File: src/rtl/core/ascm_pkg.sv
// ----------------------------------------------------------------------------
// ascm_pkg: allocation size-class mapper shared types and constants
// Holds the page and class-range constants, the residue-to-class table and
// the per-class tail table built at elaboration.
// ----------------------------------------------------------------------------
`default_nettype none

package ascm_pkg;

	localparam int REQ_W        = 32;
	localparam int SIZE_W       = 33;
	localparam int SMALL_W      = 15;
	localparam int PAGE_BYTES   = 4096;
	localparam int PAGE_LOG2    = 12;
	localparam int ALIGN_LOG_W  = 4;
	localparam int ALIGN_LOG_MIN = 3;
	localparam int ALIGN_DIV_LOG = 3;
	localparam int CLASS_MOD    = 257;
	localparam int RES_W        = 9;
	localparam int CLASS_COUNT  = 72;
	localparam int CLASS_W      = 7;
	localparam int TAIL_W       = 15;
	localparam logic [7:0] NO_CLASS = 8'd255;

	typedef logic [7:0]        residue_tab_t [CLASS_MOD];
	typedef logic [TAIL_W-1:0] tail_tab_t    [CLASS_COUNT];

	typedef struct packed {
		logic [SIZE_W-1:0] alloc_size;
		logic              page_multiple;
	} sized_t;

	localparam residue_tab_t CLASS_BY_RESIDUE = '{
		8'd255,8'd255,8'd255,8'd255,8'd255,8'd255,8'd255,8'd255,
		8'd0,  8'd255,8'd255,8'd255,8'd255,8'd255,8'd255,8'd255,
		8'd1,  8'd255,8'd255,8'd255,8'd255,8'd255,8'd255,8'd255,
		8'd2,  8'd255,8'd255,8'd255,8'd255,8'd255,8'd255,8'd24,
		8'd3,  8'd255,8'd255,8'd255,8'd255,8'd255,8'd255,8'd255,
		8'd4,  8'd255,8'd255,8'd255,8'd255,8'd255,8'd255,8'd255,
		8'd5,  8'd255,8'd255,8'd255,8'd255,8'd255,8'd255,8'd255,
		8'd6,  8'd255,8'd255,8'd255,8'd255,8'd36, 8'd32, 8'd25,
		8'd7,  8'd255,8'd255,8'd255,8'd255,8'd255,8'd255,8'd255,
		8'd8,  8'd255,8'd255,8'd255,8'd255,8'd255,8'd255,8'd255,
		8'd9,  8'd255,8'd255,8'd255,8'd255,8'd255,8'd255,8'd255,
		8'd10, 8'd255,8'd255,8'd255,8'd255,8'd255,8'd255,8'd26,
		8'd11, 8'd255,8'd255,8'd255,8'd255,8'd255,8'd255,8'd255,
		8'd12, 8'd255,8'd255,8'd255,8'd255,8'd255,8'd255,8'd255,
		8'd13, 8'd255,8'd255,8'd255,8'd255,8'd255,8'd255,8'd255,
		8'd14, 8'd46, 8'd44, 8'd42, 8'd40, 8'd37, 8'd33, 8'd27,
		8'd15, 8'd255,8'd255,8'd255,8'd255,8'd255,8'd255,8'd255,
		8'd255,8'd71, 8'd255,8'd255,8'd255,8'd255,8'd255,8'd255,
		8'd16, 8'd255,8'd255,8'd255,8'd255,8'd255,8'd255,8'd255,
		8'd255,8'd70, 8'd255,8'd255,8'd255,8'd255,8'd255,8'd28,
		8'd17, 8'd255,8'd255,8'd255,8'd255,8'd255,8'd255,8'd255,
		8'd255,8'd69, 8'd255,8'd255,8'd255,8'd255,8'd255,8'd255,
		8'd18, 8'd255,8'd255,8'd255,8'd255,8'd255,8'd255,8'd255,
		8'd255,8'd68, 8'd255,8'd255,8'd255,8'd38, 8'd34, 8'd29,
		8'd19, 8'd255,8'd255,8'd255,8'd255,8'd67, 8'd255,8'd255,
		8'd255,8'd66, 8'd255,8'd255,8'd255,8'd65, 8'd255,8'd255,
		8'd20, 8'd255,8'd255,8'd255,8'd255,8'd64, 8'd255,8'd255,
		8'd255,8'd63, 8'd255,8'd255,8'd255,8'd62, 8'd255,8'd30,
		8'd21, 8'd255,8'd255,8'd61, 8'd255,8'd60, 8'd255,8'd59,
		8'd255,8'd58, 8'd255,8'd57, 8'd255,8'd56, 8'd255,8'd55,
		8'd22, 8'd255,8'd54, 8'd53, 8'd52, 8'd51, 8'd50, 8'd49,
		8'd48, 8'd47, 8'd45, 8'd43, 8'd41, 8'd39, 8'd35, 8'd31,
		8'd23
	};

	// Walk every small class size (align 8: 1..16 units, wider aligns: 9..16 units)
	function automatic tail_tab_t build_tail_table();
		tail_tab_t  t;
		int         k;
		int         m;
		int         a;
		int         s;
		int         p;
		int         r;
		int         m_lo;
		logic [7:0] c;
		for (k = 0; k < CLASS_COUNT; k++) begin
			t[k] = '0;
		end
		for (k = ALIGN_LOG_MIN; k < SMALL_W - ALIGN_DIV_LOG + 1; k++) begin
			a    = 1 << k;
			m_lo = (k == ALIGN_LOG_MIN) ? 1 : 9;
			for (m = m_lo; m <= 16; m++) begin
				s = a * m;
				if ((s & (PAGE_BYTES - 1)) != 0) begin
					p = (s + PAGE_BYTES - 1) & ~(PAGE_BYTES - 1);
					r = p;
					while (r >= s) begin
						r = r - s;
					end
					c = CLASS_BY_RESIDUE[s % CLASS_MOD];
					if (c != NO_CLASS) begin
						t[c[CLASS_W-1:0]] = r[TAIL_W-1:0];
					end
				end
			end
		end
		return t;
	endfunction

	localparam tail_tab_t TAIL_BY_CLASS = build_tail_table();

endpackage

`default_nettype wire

File: src/rtl/core/ascm_round.sv
// ----------------------------------------------------------------------------
// ascm_round: request rounding stages
// Stage 1 fixes a zero request and finds the alignment from the top set bit;
// stage 2 rounds to that alignment or to whole pages and flags page multiples.
// ----------------------------------------------------------------------------
`default_nettype none

module ascm_round (
	input  wire logic                         clk,
	input  wire logic                         arst_n,
	input  wire logic                         in_valid,
	output logic                              in_ready,
	input  wire logic [ascm_pkg::REQ_W-1:0]   req,
	output logic                              out_valid,
	input  wire logic                         out_ready,
	output ascm_pkg::sized_t                  out_data
);

	localparam int SW  = ascm_pkg::SMALL_W;
	localparam int AW  = ascm_pkg::ALIGN_LOG_W;
	localparam int ZW  = ascm_pkg::SIZE_W;
	localparam int PL  = ascm_pkg::PAGE_LOG2;

	logic                        vld_s1;
	logic                        vld_s2;
	logic                        rdy_s1;
	logic                        rdy_s2;
	logic [ascm_pkg::REQ_W-1:0]  req_s1;
	logic                        small_s1;
	logic [AW-1:0]               alog_s1;
	ascm_pkg::sized_t            data_s2;

	logic [ascm_pkg::REQ_W-1:0]  req_fix;
	logic [AW-1:0]               top_idx;
	logic [AW-1:0]               alog_d;
	logic [SW:0]                 mask;
	logic [SW:0]                 small_sum;
	logic [ZW-1:0]               big_sum;
	logic [ZW-1:0]               size_d;

	assign rdy_s2   = !vld_s2 || out_ready;
	assign rdy_s1   = !vld_s1 || rdy_s2;
	assign in_ready = rdy_s1;

	always_comb begin
		req_fix = (req == '0) ? ascm_pkg::REQ_W'(1) : req;
		top_idx = '0;
		for (int i = 0; i < SW; i++) begin
			if (req_fix[i]) begin
				top_idx = AW'(i);
			end
		end
		if (top_idx < AW'(ascm_pkg::ALIGN_LOG_MIN + ascm_pkg::ALIGN_DIV_LOG)) begin
			alog_d = AW'(ascm_pkg::ALIGN_LOG_MIN);
		end else begin
			alog_d = top_idx - AW'(ascm_pkg::ALIGN_DIV_LOG);
		end
	end

	always_comb begin
		mask      = (SW+1)'(((SW+1)'(1) << alog_s1) - (SW+1)'(1));
		small_sum = {1'b0, req_s1[SW-1:0]} + mask;
		big_sum   = {1'b0, req_s1} + ZW'(ascm_pkg::PAGE_BYTES - 1);
		if (small_s1) begin
			size_d = ZW'(small_sum & ~mask);
		end else begin
			size_d = {big_sum[ZW-1:PL], {PL{1'b0}}};
		end
	end

	always_ff @(posedge clk or negedge arst_n) begin
		if (!arst_n) begin
			vld_s1 <= 1'b0;
			vld_s2 <= 1'b0;
		end else begin
			if (rdy_s1) begin
				vld_s1 <= in_valid;
			end
			if (rdy_s2) begin
				vld_s2 <= vld_s1;
			end
		end
	end

	always_ff @(posedge clk) begin
		if (rdy_s1 && in_valid) begin
			req_s1   <= req_fix;
			small_s1 <= (req_fix[ascm_pkg::REQ_W-1:SW] == '0);
			alog_s1  <= alog_d;
		end
		if (rdy_s2 && vld_s1) begin
			data_s2.alloc_size    <= size_d;
			data_s2.page_multiple <= (size_d[PL-1:0] == '0);
		end
	end

	assign out_valid = vld_s2;
	assign out_data  = data_s2;

endmodule

`default_nettype wire

File: src/rtl/core/ascm_class.sv
// ----------------------------------------------------------------------------
// ascm_class: class lookup stages
// Stage 3 reduces the rounded size modulo 257 and looks up its class;
// stage 4 fetches the tail bytes for that class and forms the result.
// ----------------------------------------------------------------------------
`default_nettype none

module ascm_class (
	input  wire logic                           clk,
	input  wire logic                           arst_n,
	input  wire logic                           in_valid,
	output logic                                in_ready,
	input  wire ascm_pkg::sized_t               in_data,
	output logic                                out_valid,
	input  wire logic                           out_ready,
	output logic [ascm_pkg::SIZE_W-1:0]         alloc_size,
	output logic                                page_multiple,
	output logic                                class_valid,
	output logic [ascm_pkg::CLASS_W-1:0]        class_index,
	output logic [ascm_pkg::TAIL_W-1:0]         tail_bytes
);

	localparam int RW = ascm_pkg::RES_W;
	localparam int CW = ascm_pkg::CLASS_W;

	logic                         vld_s3;
	logic                         vld_s4;
	logic                         rdy_s3;
	logic                         rdy_s4;
	ascm_pkg::sized_t             data_s3;
	logic [7:0]                   cls_s3;
	logic [ascm_pkg::SIZE_W-1:0]  size_s4;
	logic                         paged_s4;
	logic                         cv_s4;
	logic [CW-1:0]                idx_s4;
	logic [ascm_pkg::TAIL_W-1:0]  tail_s4;

	logic [RW:0]                  diff;
	logic [RW-1:0]                res;
	logic                         cv_d;

	assign rdy_s4   = !vld_s4 || out_ready;
	assign rdy_s3   = !vld_s3 || rdy_s4;
	assign in_ready = rdy_s3;

	// 256 is -1 modulo 257: fold the high byte back with a subtract
	always_comb begin
		diff = {2'b00, in_data.alloc_size[7:0]} - {3'b000, in_data.alloc_size[14:8]};
		if (diff[RW]) begin
			res = RW'(diff + (RW+1)'(ascm_pkg::CLASS_MOD));
		end else begin
			res = diff[RW-1:0];
		end
	end

	assign cv_d = !data_s3.page_multiple && (cls_s3 != ascm_pkg::NO_CLASS);

	always_ff @(posedge clk or negedge arst_n) begin
		if (!arst_n) begin
			vld_s3 <= 1'b0;
			vld_s4 <= 1'b0;
		end else begin
			if (rdy_s3) begin
				vld_s3 <= in_valid;
			end
			if (rdy_s4) begin
				vld_s4 <= vld_s3;
			end
		end
	end

	always_ff @(posedge clk) begin
		if (rdy_s3 && in_valid) begin
			data_s3 <= in_data;
			cls_s3  <= ascm_pkg::CLASS_BY_RESIDUE[res];
		end
		if (rdy_s4 && vld_s3) begin
			size_s4  <= data_s3.alloc_size;
			paged_s4 <= data_s3.page_multiple;
			cv_s4    <= cv_d;
			idx_s4   <= cv_d ? cls_s3[CW-1:0] : '0;
			tail_s4  <= cv_d ? ascm_pkg::TAIL_BY_CLASS[cls_s3[CW-1:0]] : '0;
		end
	end

	assign out_valid     = vld_s4;
	assign alloc_size    = size_s4;
	assign page_multiple = paged_s4;
	assign class_valid   = cv_s4;
	assign class_index   = idx_s4;
	assign tail_bytes    = tail_s4;

endmodule

`default_nettype wire

File: src/rtl/core/alloc_size_class_mapper.sv
// ----------------------------------------------------------------------------
// alloc_size_class_mapper: allocator size-class mapper
// Maps a requested byte count to its rounded class size, page flag,
// free-list class index and leftover tail bytes.
// ----------------------------------------------------------------------------
// Usage:
//   Request channel: request_valid / request_ready with request_size.
//   Result channel: result_valid / result_ready with alloc_size, page_multiple,
//   class_valid, class_index and tail_bytes; one result per request, in order.
//   Pipeline: an accepted request passes four register stages (alignment,
//   rounding, modulo-257 class lookup, tail lookup) before its result is valid.
//   Throughput: one transaction per cycle with the receiver ready.
//   Reset: arst_n clears every stage valid bit; the pipeline comes out empty
//   and ready to accept a request on the first cycle.
//   Stall: with result_ready low, each stage holds its transaction; empty
//   stages still fill, and request_ready drops only once the stage ahead of
//   the input is full and held.
// ----------------------------------------------------------------------------
`default_nettype none

module alloc_size_class_mapper (
	input  wire logic                            clk,
	input  wire logic                            arst_n,
	input  wire logic                            request_valid,
	output logic                                 request_ready,
	input  wire logic [ascm_pkg::REQ_W-1:0]      request_size,
	output logic                                 result_valid,
	input  wire logic                            result_ready,
	output logic [ascm_pkg::SIZE_W-1:0]          alloc_size,
	output logic                                 page_multiple,
	output logic                                 class_valid,
	output logic [ascm_pkg::CLASS_W-1:0]         class_index,
	output logic [ascm_pkg::TAIL_W-1:0]          tail_bytes
);

	logic              mid_valid;
	logic              mid_ready;
	ascm_pkg::sized_t  mid_data;

	ascm_round u_round (
		.clk       (clk),
		.arst_n    (arst_n),
		.in_valid  (request_valid),
		.in_ready  (request_ready),
		.req       (request_size),
		.out_valid (mid_valid),
		.out_ready (mid_ready),
		.out_data  (mid_data)
	);

	ascm_class u_class (
		.clk           (clk),
		.arst_n        (arst_n),
		.in_valid      (mid_valid),
		.in_ready      (mid_ready),
		.in_data       (mid_data),
		.out_valid     (result_valid),
		.out_ready     (result_ready),
		.alloc_size    (alloc_size),
		.page_multiple (page_multiple),
		.class_valid   (class_valid),
		.class_index   (class_index),
		.tail_bytes    (tail_bytes)
	);

endmodule

`default_nettype wire

File: config.mk
export PLATFORM = sky130hd
export DESIGN_NAME = alloc_size_class_mapper
export DESIGN_NICKNAME = d
export VERILOG_FILES = /design/src/rtl/core/ascm_pkg.sv /design/src/rtl/core/ascm_round.sv /design/src/rtl/core/ascm_class.sv /design/src/rtl/core/alloc_size_class_mapper.sv
export SDC_FILE = /design/constraint.sdc
export NUM_CORES = 1
export LEC_CHECK = 0
export BUFFER_PORTS_ARGS = -buffer_cell sky130_fd_sc_hd__buf_2
export CAP_MARGIN = 20
export CORE_MARGIN = 5
export CORE_UTILIZATION = 50
export DETAILED_ROUTE_END_ITERATION = 10
export PLACE_DENSITY = 0.69
export SYNTH_ARGS = -nofsm -noshare
export SYNTH_HDL_FRONTEND = slang
export SYNTH_SLANG_ARGS = --single-unit
File: constraint.sdc
create_clock -name clk -period 4.9 [get_ports clk]
set_input_delay 1.47 -clock clk [delete_from_list [all_inputs] [get_ports clk]]
set_output_delay 1.47 -clock clk [all_outputs]
set_load 0.02 [all_outputs]
==> results.cfg <==
[floorplanning]
core_mm2 = 0.01858
die_x_um = 147.0
start_util_pct = 50.50
ios = 95
die_area_mm2 = 0.02160
rows = 50
die-height_um = 147.0

[cells_and_area]
stdcell_count = 1163
fillers = 1547
finalNetCount = 991
drive_gt1_share_pct = 19.05
finalInstanceArea_mm2 = 0.01059
layout_common_cells = 164 x edfxtp_1, 88 x buf_2, 73 x nor2_1, 56 x nand2_1, 44 x a21oi_1
utilization_pct = 57.00
synthToLayoutAreaGrowth_pct = 12.88
diodes = 0
final_common_cell = edfxtp_1

[worst_setup_path]
start_kind = flop
cp.required_ns = 5.09
r2r-start = u_round.alog_s1[2]
cp-end-kind = flop
cp_max_fo = 12
r2r_setup_slack_ns = 0.37
cp-startpoint = u_round.alog_s1[2]
arrival_ns = 4.72
path_class = flop to flop
reg2regPathDepth = 15
worstReg2RegEnd = u_round.out_data[15]

[yosys]
syn_area_mm2 = 0.009383
synth.avg_cell_area_um2 = 11.03
async_reset_ff_share_pct = 2.381
synth-main-ff-cell = edfxtp_1
ys_seq_area_share_pct = 53.55
synth_cells = 851
ys_types = 90
synth_warnings = 0
ys_ff_latch = 168
synth_edf_count = 164

[place]
gp_congestion = 0.9491
port-buffer-count = 88
place_inst = 1131
placedInstanceArea_mm2 = 0.009991
dp_hpwl_mm = 14.89
place_ws_ns = 0.3560

[sta]
rsz0062_at_grt = no
hold_slack_ns = 0.4205
clock_skew_ns = 0.007319
tightest_slew_ns = 1.039
fmax_ghz = 0.2206
slew_headroom_pct = 30.73
worst_slack_ns = 0.3678
min_period_ns = 4.532
tns_ns = 0
setup_viol = 0
slew_violations = 0
hold_violations = 0
fin_crit_sh_pct = 92.49

[clock_tree]
h-tree-depth = 4
cts.clk_slew.worst_paths_ns = 0.07
cts_max_path_buffers = 2
cts_buffers = 17
post_cts_buffers = 0
tritoncts = built
clk_latency_ns = 0.43
cts-root-buf = clkbuf_16
clkSinkCount = 168

[power_and_ir_drop]
vdd_drop_max_v = 0.0002707
power.leakage_nw = 3.991
power_density_mw_per_mm2 = 507.2
finalPower_mw = 5.372

[min_path]
hp-start = u_round.out_data[22]
worst_hold_path_type = flop to flop
whs_endpoint = u_class.data_s3[22]
min_path_cells = 0

[routing]
wl_per_cell_um = 17.77
ant_nets = 0
vias_per_cell = 5.909
drtIter0Drc = 586
wl_mm = 20.67
vias = 6872
drc = 0
first_pass_iters = 5

[global_routing]
gr-usage-met1_pct = 25.70
antenna_found_initial = 0
grt_pass1_wl_mm = 33.49
grt_usage_pct = 19.29
grtUsageMet2_pct = 31.60
top_usage_layer = met2
use_met3_pct = 3.886
grt_max_degree = 43
grt-ovfl-total = 0
first_global_vias = 6428

[run]
maxCapViolations = 0

[run_status]
status = complete, no violations
flip-flops by register name (all words and copies together), names as in the netlist, 4 cells and up:
signal	flops
u_class.data_s3	34
u_class.tail_bytes	9
u_class.cls_s3	8
u_round.req_s1	32
u_class.alloc_size	33
u_round.alog_s1	4
u_class.class_index	7
u_round.out_data	34
per-layer routing:
| layer | vias up | share of wire (%) |
|---|---|---|
| met5 | - | 0 |
| met4 | 0 | 2.6 |
| met3 | 45 | 5.7 |
| met2 | 246 | 48 |
| met1 | 3251 | 43 |
| li1 | 3330 | - |
cells in the mapped netlist (8+ instances only):
master | number | area, um^2
nor3_1 | 29 | 145.1
xor2_1 | 17 | 148.9
nor2b_1 | 9 | 56.30
xnor2_1 | 18 | 157.7
o21ai_0 | 30 | 150.1
inv_1 | 38 | 142.6
a31oi_1 | 10 | 62.56
and2_1 | 13 | 81.33
mux2i_1 | 11 | 110.1
a21oi_1 | 44 | 220.2
clkbuf_1 | 50 | 187.7
nand2b_1 | 10 | 62.56
ha_1 | 37 | 462.9
or3_1 | 8 | 50.05
nor4_1 | 13 | 81.33
o211ai_1 | 8 | 60.06
or2_2 | 8 | 50.05
buf_2 | 9 | 45.04
nand3_1 | 25 | 125.1
nand2_1 | 56 | 210.2
a211oi_1 | 11 | 82.58
nor2_1 | 73 | 274.0
edfxtp_1 | 164 | 4925
nand4_1 | 10 | 62.56
a21o_1 | 10 | 75.07
how the worst max path moves through the flow:
stage / endpoint
after CTS: u_round.out_data[15]
final: u_round.out_data[15]
after global placement: u_round.out_data[15]
after floorplan: u_class.alloc_size[0]
after detailed placement: u_round.out_data[15]
after global routing: u_round.out_data[15]
report_power, final:
part / internal (mW) / switching (mW)
Sequential: 1.85 / 0.161
Clock: 0.732 / 0.621
Combinational: 0.732 / 1.27
worst max-delay path, stage by stage (launching register included):
cell and delay, ns:
edfxtp_1 0.53, or2_2 0.38, or3_1 0.32, ha_1 0.35, nand2b_1 0.18, a21oi_1 0.08
a31oi_1 0.27, inv_1 0.08, ha_1 0.34, a21o_1 0.17, a221o_1 0.33, a31o_2 0.23
a21o_1 0.17, a2111oi_1 0.46, o21bai_1 0.13, a41o_1 0.24
what timing repair did:
action	in CTS	in global routing
setup endpoints to repair	0	1
hold buffers	0	0
hold endpoints to repair	0	0
gates resized for setup	0	1
logic make-up after synthesis:
logic type / Yosys count / synth area share (%)
other cells: 1 / 0.03997
xor+xnor: 37 / 3.614
mux: 15 / 2.014
buf+inv: 107 / 4.907
flops: 168 / 53.55
simple gates: 281 / 15.15
fa+ha+maj: 40 / 5.467
compound gates: 202 / 15.26
final cells by class:
class                      instances  area [um^2]  share of cell area (%)
clock buffer                      17        425.4                   4.017
clock inverter                    15        173.9                   1.642
inverter                          38        142.6                   1.347
multi-input combinational        581         3926                   37.07
sequential                       168         5025                   47.44
tap                              234        292.8                   2.764
timing repair buffer             110        605.6                   5.718
Note: power is estimated with default switching activity, not from simulation.
